===== src/hw/rtl/mns_ram.sv =====
// ----------------------------------------------------------------------------
// mns_ram
// Generic single write port, single read port ram with registered read.
// ----------------------------------------------------------------------------
module mns_ram #(
   parameter int WIDTH = 8,
   parameter int DEPTH = 16
) (
   input  logic                     clock,
   input  logic                     wr_en,
   input  logic [$clog2(DEPTH)-1:0] wr_addr,
   input  logic [WIDTH-1:0]         wr_data,
   input  logic                     rd_en,
   input  logic [$clog2(DEPTH)-1:0] rd_addr,
   output logic [WIDTH-1:0]         rd_data
);

   logic [WIDTH-1:0] mem [DEPTH];

   always_ff @(posedge clock) begin
      if (wr_en) begin
         mem[wr_addr] <= wr_data;
      end
      if (rd_en) begin
         rd_data <= mem[rd_addr];
      end
   end

endmodule


===== config.mk =====
export PLATFORM = sky130hd
export DESIGN_NAME = mns_ram
export DESIGN_NICKNAME = d
export VERILOG_FILES = /design/src/hw/rtl/mns_ram.sv
export SDC_FILE = /design/constraint.sdc
export NUM_CORES = 1
export LEC_CHECK = 0
export BUFFER_PORTS_ARGS = -buffer_cell sky130_fd_sc_hd__buf_2
export CAP_MARGIN = 40
export CORE_UTILIZATION = 60
export CTS_CLUSTER_SIZE = 28
export DETAILED_ROUTE_END_ITERATION = 6
export PLACE_DENSITY = 0.78
export RECOVER_POWER = 50
export SLEW_MARGIN = 30
export SYNTH_ARGS = -nofsm -noshare
export SYNTH_HDL_FRONTEND = slang
export SYNTH_SLANG_ARGS = --single-unit

===== constraint.sdc =====
create_clock -name clock -period 1.95 [get_ports clock]
set_input_delay 0.0975 -clock clock [delete_from_list [all_inputs] [get_ports clock]]
set_output_delay 0.0975 -clock clock [all_outputs]
set_load 0.005 [all_outputs]

* After elaboration in Yosys (flattened, before gate mapping)
Memory sizes are Yosys's and may differ from the RTL's. A register that Yosys moved wholly into a read port is not among the register bits.
Index checks and enable logic that the tools add are counted.
W data, S select, Z words.
** Word-level totals
- Flip-flop bits (word level) :: 0
- RAM bits :: 128
- Logic and storage cells :: 3
- Memories :: 1
** Cells by class
- Muxes and demuxes :: 2
** Memory list
- mem :: words 16, width 8, read ports 1, clocked after memory_dff 1, write ports 1, line 18 : logic [WIDTH-1:0] mem [DEPTH];
** Operator list (number)
- $mux W1 :: 2

* Logic depth before layout (Yosys ltp)
Gate-level depths: netlist of run 1.
- Depth after elaboration :: 2
- Mapped depth :: 5
- Mapped depth without buffers :: 3

* Worst setup path before layout of run 1
Ideal clock, no wire load.
- Kind :: input port to flip-flop
- Start point :: input wr_addr[2]
- End point :: memory mem[0][0] (enable)
- Library setup time :: 0.383 ns
- Arrival :: 1.207 ns
- Required time :: 1.567 ns
- Setup slack :: 0.360 ns
- Cell stages on the path :: 2
- Path through :: or3b_2 -> nor3_1
** RTL lines
- start, declared :: line 11 : input logic [$clog2(DEPTH)-1:0] wr_addr,
- end, declared :: line 18
No word-level cell before the write port.

==> out/results.ini, run 1 <==
[yosys]
synth_xor_area_frac = 0
yosysSeqAreaShare = 0.7812
syn-num-nets = 248
yosysTopAreaCell = edfxtp_1
synth_area_mm2 = 0.005228
muxShareOfSynthArea = 0.1479
synth_top_family_by_area = multiplexers
post_synth.cell_area_avg_um2 = 22.83
synth_cells = 229
synthSimpleGateAreaFrac = 0.03135
synth_area_leaders = edfxtp_1, mux4_2, mux4_1
synth_seq_cells = 136
synth_adder_area_share = 0
synth_warnings = 0
yosysTopAreaCellShare = 0.7812
synth-compound-area-share = 0.02298
yosysUniqueCellTypes = 18

[floorplanning]
ios = 27
fp.coreArea_mm2 = 0.008341
start_util = 0.6268
dieWidth_um = 95.34
rows = 33
die-area_mm2 = 0.009090
die_h_um = 95.34

[drt]
drcViolationCount = 0
drt-total-wl_um = 10690
drt_iter0_markers = 271
firstDrtPassIters = 4
wl_per_cell_um = 26.06
via_per_inst = 6.324
vias = 2593
ant_nets = 0

[sta]
rsz0062_at_grt = false
max_freq_ghz = 0.6488
tns_ns = 0
fin_skew_ns = 0.007790
slew_headroom = 0.5240
slew_viol_final = 0
hold_viol = 0
post-route-min-period_ns = 1.541
finalCritPeriodShare = 0.7904
finalSetupViolations = 0
tightestPinTransition_ns = 0.7141

[clock_tree]
cts_tree = yes
path_clk_slew_ns = 0.06
clk_latency_ns = 0.52
postCtsSetupBuffers = 0
htree_levels = 4
clock_tree.root_cell = clkbuf_8
clockBufferDepth = 2
cts.sinks = 136
cts_buffers = 17

[place]
dp_cells = 369
port_buffers = 26
dp.final_hpwl_um = 6356
gp_congestion = 0.7388

[critical_path]
r2r-start = mem[0][5]
worstPathCellList = mux4_1 -> a22oi_1 -> nand2_1
slowest_delay_ns = 0.53
path_buf_inv = 0
cp-end-kind = flop
worstPathMaxFanout = 1
crit_start = mem[0][5]
slowest_stage = mux4_1
worstPathRequired_ns = 2.21
cp_top_family = multiplexers
crit_type = flop to flop
critPathLaunchType = flop
worstPathArrival_ns = 1.81

[grt]
antenna_found_initial = 0
grt_pass1_vias = 2607
grtUsageTotal = 0.2650
grt-ovfl-total = 0
grt_max_degree = 33
grt_pass1_wl_um = 15700

[final_layout]
layout.cells.non_filler = 410
antenna_cells = 0
drive_above_1_share = 0.2426
nNetsFinal = 311
synthToLayoutAreaGrowth_pct = 18.65
utilization = 0.7436
fillers = 471

[power]
peakVddDrop_mv = 0.7897
powerDensity_mw_per_mm2 = 1085
p_leak_uw = 0.002067

[hold_path]
hp-class = input pin to flop
hold_start = wr_addr[1]

[flow_run]
maxCapViolCount = 0

[outcome]
status = completed

## worst min-delay path: stages
cell and delay (ns):
buf_2 0.15, nor3_1 0.07, buf_4 0.18
## repair_timing
action,CTS,global route
hold endpoints to repair,136,0
endpoints found under the setup margin,0,0
resized for setup,0,0
hold buffers,9,0
## stage by stage
step	setup slack (ns)	power, uW	hold WS, ns	instance area (um^2)
floorplan	0.3596	3534	0.1964	5228
global placement	0.2105	3661	0.4648	5583
detailed placement	0.1703	3675	0.4666	5583
CTS	0.4155	6762	0.1281	6248
global route	0.3679	6892	0.1503	6202
finish	0.4088	6730	0.1615	6202
## final timing paths
check                     to  slack (ns)  depth (start not counted)
setup / recovery  rd_data[5]        0.41                          3
hold / removal     mem[8][5]        0.16                          3
setup reg to reg  rd_data[5]        0.41                          3
hold reg to reg   rd_data[1]        0.78                          3
## per-layer routing
layer / global-route usage / part of all wire
met3: 0.08373 / 0.080
met4: 0.09722 / 0.011
met5: 0 / 0
met2: 0.4113 / 0.50
met1: 0.3579 / 0.41
## kinds of logic after synthesis
group / after synthesis
buf+inv: 10
flops: 136
compound gates: 16
mux: 32
simple gates: 35
## where the power goes
| part | total [uW] | switching (uW) | internal, uW | leakage, uW |
|---|---|---|---|---|
| Combinational | 312 | 174 | 138 | 0.000564 |
| Sequential | 3320 | 20.8 | 3300 | 0.00124 |
| Clock | 3100 | 1170 | 1930 | 0.000267 |
## synth_stat cells (all sizes together)
master,n
clkdlybuf4s25,3
nor3,4
mux4,32
nand3,1
or3b,1
nand3b,2
nor2,13
buf,7
nand2b,2
and2b,1
nor2b,1
nand2,9
a22oi,16
and2,1
edfxtp,136
## placed cells by master, fill, tap and decap left out
| cell type | n |
|---|---|
| edfxtp_1 | 136 |
| buf_2 | 19 |
| mux4_2 | 18 |
| clkbuf_1 | 18 |
| a22oi_1 | 16 |
| clkbuf_16 | 16 |
| mux4_1 | 14 |
| nor2_1 | 13 |
| nand2_1 | 9 |
| dlygate4sd3_1 | 9 |
| buf_4 | 6 |
| nor3_1 | 4 |
| clkinv_1 | 4 |
| clkinvlp_4 | 4 |
| bufinv_16 | 3 |
| buf_12 | 3 |
| nand3b_1 | 2 |
| nand2b_1 | 2 |
| clkinv_4 | 2 |
| nor2b_1 | 1 |
| and2_1 | 1 |
| and2b_1 | 1 |
| nand3_1 | 1 |
| or3b_2 | 1 |
| clkbuf_8 | 1 |
| clkinv_2 | 1 |
## cell type report
type	count	area, um^2	area share
multi-input combinational	83	1057	0.1705
clock inverter	14	157.7	0.02542
timing repair buffer	54	354.1	0.05709
clock buffer	18	417.9	0.06738
sequential	136	4084	0.6585
tap	105	131.4	0.02118
## registers in the layout, summed over array words and instances, names as in the netlist
name / cells
rd_data: 8
mem: 128
Note: power is estimated with default switching activity, not from simulation.
==> inputs of run 2 (changes only) <==
--- a/config.mk
+++ b/config.mk
@@ -7,10 +7,10 @@
 export LEC_CHECK = 0
 export BUFFER_PORTS_ARGS = -buffer_cell sky130_fd_sc_hd__buf_2
 export CAP_MARGIN = 40
-export CORE_UTILIZATION = 60
+export CORE_UTILIZATION = 54
 export CTS_CLUSTER_SIZE = 28
 export DETAILED_ROUTE_END_ITERATION = 6
-export PLACE_DENSITY = 0.78
+export PLACE_DENSITY = 0.74
 export RECOVER_POWER = 50
 export SLEW_MARGIN = 30
 export SYNTH_ARGS = -nofsm -noshare
==> constraint.sdc (replaced) <==
create_clock -name clock -period 1.27 [get_ports clock]
set_input_delay 0.0635 -clock clock [delete_from_list [all_inputs] [get_ports clock]]
set_output_delay 0.0635 -clock clock [all_outputs]
set_load 0.005 [all_outputs]
==> run 2 against run 1 <==
The flow now finishes with violations (setup timing). Total power is 52% higher. Combinational power is 64% higher. Setup slack worse by 0.54 ns. Final area is 1.3% higher. Sequential share of layout area is 0.84 points lower. Cell count is 7.1% higher. Critical endpoint unchanged. Largest power group unchanged.
==> out/results.ini, run 2 (same netlist as run 1, synthesis figures left out) <==
[critical_path]
worstPathCellList = mux4_2 -> a22oi_2 -> nand2_1
reg2regPathDepth = 3
critPathLaunchType = flop
r2r-start = mem[10][5]
worstPathRequired_ns = 1.53
crit_type = flop to flop
r2r-end = rd_data[5]
reg2reg_slack_ns = -0.14
worstPathArrival_ns = 1.67
cp-end-kind = flop
worstPathMaxFanout = 1
slowest_stage = mux4_2
crit_start = mem[10][5]
slowest_delay_ns = 0.49
critical_path.endpoint = rd_data[5]

[final_layout]
mostFrequentLayoutCells = edfxtp_1, mux4_2, buf_2
final_common_cell = edfxtp_1
top_register = mem
antenna_cells = 0
nNetsFinal = 317
largest_reg_flops = 128
stdcell_area_mm2 = 0.006282
top_regs = mem: 128 flops, rd_data: 8 flops
synthToLayoutAreaGrowth_pct = 20.18
drive_above_1_share = 0.3613
utilization = 0.6735

[floorplanning]
die-area_mm2 = 0.01008
fp.coreArea_mm2 = 0.009328
ios = 27
rows = 35
die_h_um = 100.4
start_util = 0.5604
dieWidth_um = 100.4

[sta]
rsz0062_at_grt = true
slew_viol_final = 0
finalCritPeriodShare = 1.107
slew_headroom = 0.4235
finalSetupViolations = 8
fin_skew_ns = 0.004815
hold_viol = 0
max_freq_ghz = 0.7115
fin_ws_ns = -0.1355
tightestPinTransition_ns = 0.8615
whs_ns = 0.1016
post-route-min-period_ns = 1.406

[place]
port_buffers = 26
dp.final_hpwl_um = 5862
placed_area_mm2 = 0.005603
gp_congestion = 0.6788

[flow_run]
maxCapViolCount = 0

[outcome]
status = finished, violations left
violations = setup timing

[drt]
firstDrtPassIters = 4
drt_iter0_markers = 197
drt-total-wl_um = 9505
drcViolationCount = 0
ant_nets = 0
via_per_inst = 5.763
wl_per_cell_um = 21.65
vias = 2530

[clock_tree]
path_clk_slew_ns = 0.06
clk_latency_ns = 0.52
htree_levels = 4
clockBufferDepth = 2
cts_tree = yes
clock_tree.root_cell = clkbuf_8
cts_buffers = 17
cts.sinks = 136

[grt]
grt_pass1_vias = 2702
grt-ovfl-total = 0
grt_max_degree = 21
antenna_found_initial = 0
grtUsageTotal = 0.2146
grt_pass1_wl_um = 14840

[power]
p_leak_uw = 0.002057
peakVddDrop_mv = 0.8954
powerDensity_mw_per_mm2 = 1626

[hold_path]
hp-class = input pin to flop

run 2: changes by cell type in the layout (fill, tap and decap cells not counted), moves of 4 or more:
cell | previous run | this run
a22oi_2 | 0 | 9
clkbuf_1 | 18 | 13
a22oi_1 | 16 | 7
clkinv_1 | 4 | 0
mux4_1 | 14 | 0
buf_4 | 6 | 17
mux4_2 | 18 | 32
run 2: routing by layer:
metal,vias to the layer above,part of all wire,track usage
met5,-,0,0
met4,0,0.017,0.09365
met3,15,0.054,0.04805
met2,101,0.53,0.3604
met1,1309,0.40,0.2713
li1,1105,-,-
run 2: what timing repair did:
action	4_1_cts	5_1_grt
hold endpoints to repair	136	0
buffers inserted	0	0
hold buffers	9	0
endpoints found under the setup margin	8	8
resized for setup	4	5
pin swaps	0	2
cloned	0	0
run 2: worst min path at each step:
stage                  to  cells after the start  slack [ns]       start
2_1_floorplan   mem[0][0]                      0        0.16  wr_data[0]
3_3_place_gp   rd_data[3]                      1        0.44       rd_en
3_5_place_dp   rd_data[3]                      1        0.44       rd_en
4_1_cts         mem[0][4]                      3        0.09  wr_addr[0]
5_1_grt         mem[0][4]                      3        0.10  wr_addr[0]
6_report        mem[0][4]                      3        0.10  wr_addr[0]
run 2: power breakdown:
| group | internal (uW) | switching (uW) | total, uW |
|---|---|---|---|
| combinational | 239 | 273 | 512 |
| clock | 2790 | 1820 | 4610 |
| sequential | 5060 | 30.2 | 5090 |
| total | 8090 | 2120 | 10200 |
run 2: stage by stage:
step,instances,setup TNS [ns],worst slack (ns),power (uW)
global route,439,-1.255,-0.1681,10480
detailed placement,398,-2.946,-0.2682,5655
floorplan,229,-1.775,-0.05965,5451
finish,439,-0.8678,-0.1355,10210
CTS,438,-0.9637,-0.1388,10250
global placement,398,-2.486,-0.2606,5638
run 2: worst max-delay path: cells and delay by family, from the launching register on:
kind	cells	cell delay, ns
flops	1	0.38
mux	1	0.49
compound gates	1	0.21
simple gates	1	0.08
run 2: area by class of cell:
cell class              count  area (um^2)
multi-input cells          83         1055
fillers                   607         3045
well taps                 129        161.4
flip-flops and latches    136         4084
clock inverters            14        151.4
clock buffers              17        414.1
repair buffers             60        416.7
==> inputs of run 3 (changes only) <==
--- a/config.mk
+++ b/config.mk
@@ -12,6 +12,7 @@
 export DETAILED_ROUTE_END_ITERATION = 6
 export PLACE_DENSITY = 0.74
 export RECOVER_POWER = 50
+export SKIP_CTS_REPAIR_TIMING = 1
 export SLEW_MARGIN = 30
 export SYNTH_ARGS = -nofsm -noshare
 export SYNTH_HDL_FRONTEND = slang
==> run 3 against run 2 <==
The run still ends with setup timing left. Via count fell by 0.51%. Worst hold slack barely moved. Fmax fell by 0.14%. Clock power barely moved. Clock skew rose by 0.0045 ns. Register-to-register slack barely moved. Cell count fell by 0.23%. Non-clock buffer count fell by 1. Critical endpoint unchanged.
==> out/results.ini, run 3 (same netlist as run 1, synthesis figures left out) <==
[clock_tree]
cts_tree = yes
cts.sinks = 136
clockBufferDepth = 2
path_clk_slew_ns = 0.06
htree_levels = 4
clk_latency_ns = 0.52
cts_buffers = 17
clock_tree.root_cell = clkbuf_8

[drt]
drt_iter0_markers = 211
drt-total-wl_um = 9489
firstDrtPassIters = 4
via_per_inst = 5.747
drcViolationCount = 0
ant_nets = 0
vias = 2517
wl_per_cell_um = 21.66

[floorplanning]
rows = 35
die-area_mm2 = 0.01008
fp.coreArea_mm2 = 0.009328
die_h_um = 100.4
start_util = 0.5604
ios = 27
dieWidth_um = 100.4

[sta]
finalSetupViolations = 8
rsz0062_at_grt = true
fin_skew_ns = 0.009308
hold_viol = 0
fin_ws_ns = -0.1375
tns_ns = -0.8341
slew_headroom = 0.4102
tightestPinTransition_ns = 0.8828
finalCritPeriodShare = 1.108
post-route-min-period_ns = 1.407
max_freq_ghz = 0.7105
slew_viol_final = 0

[final_layout]
top_regs = mem: 128 flops, rd_data: 8 flops
antenna_cells = 0
drive_above_1_share = 0.3592
final_common_cell = edfxtp_1
layout.cells.non_filler = 438
largest_reg_flops = 128
synthToLayoutAreaGrowth_pct = 19.96
mostFrequentLayoutCells = edfxtp_1, mux4_2, buf_2
top_register = mem
nNetsFinal = 316

[critical_path]
r2r-end = rd_data[5]
critPathLaunchType = flop
worstPathRequired_ns = 1.53
crit_type = flop to flop
reg2regPathDepth = 3
r2r-start = mem[10][5]
worstPathArrival_ns = 1.67
reg2reg_slack_ns = -0.14
cp-end-kind = flop
worstPathMaxFanout = 1

[grt]
antenna_found_initial = 0
grt_max_degree = 21
grt_pass1_vias = 2687
grt_pass1_wl_um = 14620
grtUsageTotal = 0.2114
grt-ovfl-total = 0

[hold_path]
hp-class = input pin to flop
hold_start = wr_addr[0]
whs_endpoint = mem[0][4]
hold_depth = 3

[place]
gp_congestion = 0.6788
port_buffers = 26
dp_cells = 398
dp.final_hpwl_um = 5862

[flow_run]
maxCapViolCount = 0

[outcome]
violations = setup timing
status = finished, violations left

[power]
powerDensity_mw_per_mm2 = 1627
p_leak_uw = 0.002054
peakVddDrop_mv = 0.8929

==> run 3: cell types whose count changed in the layout (fill, tap and decap cells not counted), sizes merged <==
cell    previous run  this run
clkbuf            30        29
==> run 3: area by class of cell <==
class                           count  area (um^2)
Timing Repair Buffer               59        410.4
Fill cell                         608         3057
Tap cell                          129        161.4
Multi-Input combinational cell     83         1050
Sequential cell                   136         4084
Clock buffer                       17        414.1
Clock inverter                     14        151.4
==> run 3: routing by layer <==
layer / GRT usage / vias to the layer above / share of wire
met4: 0.09476 / 0 / 0.022
met3: 0.05084 / 20 / 0.050
met1: 0.2637 / 1299 / 0.40
met2: 0.3551 / 93 / 0.52
met5: 0 / - / 0
li1: - / 1105 / -
==> run 3: worst max path at each step <==
stage | from | to | depth (start not counted)
global route | mem[6][7] | rd_data[7] | 3
CTS | mem[10][5] | rd_data[5] | 3
detailed placement | rd_addr[0] | rd_data[5] | 5
floorplan | wr_addr[2] | mem[3][0] | 2
global placement | rd_addr[0] | rd_data[5] | 5
finish | mem[10][5] | rd_data[5] | 3
==> run 3: report_power, final <==
part	total (uW)	switching, uW	internal, uW
registers	5090	30.5	5060
clock network	4610	1820	2790
logic	506	270	236
==> run 3: worst max-delay path: stages, from the launching register on <==
cell and delay (ns):
edfxtp_1 0.38, mux4_2 0.49, a22oi_2 0.20, nand2_1 0.08
==> run 3: per-stage QoR <==
stage	total power, uW	cell area, um^2	hold WS (ns)	setup slack, ns	util
2_1_floorplan	5451	5214	0.1624	-0.05965	-
3_3_place_gp	5638	5603	0.4447	-0.2606	0.6007
3_5_place_dp	5655	5603	0.4369	-0.2682	0.6007
4_1_cts	10220	6168	-0.09918	-0.1833	0.6613
5_1_grt	10480	6271	0.1012	-0.1680	0.6723
6_report	10200	6271	0.1018	-0.1375	0.6723
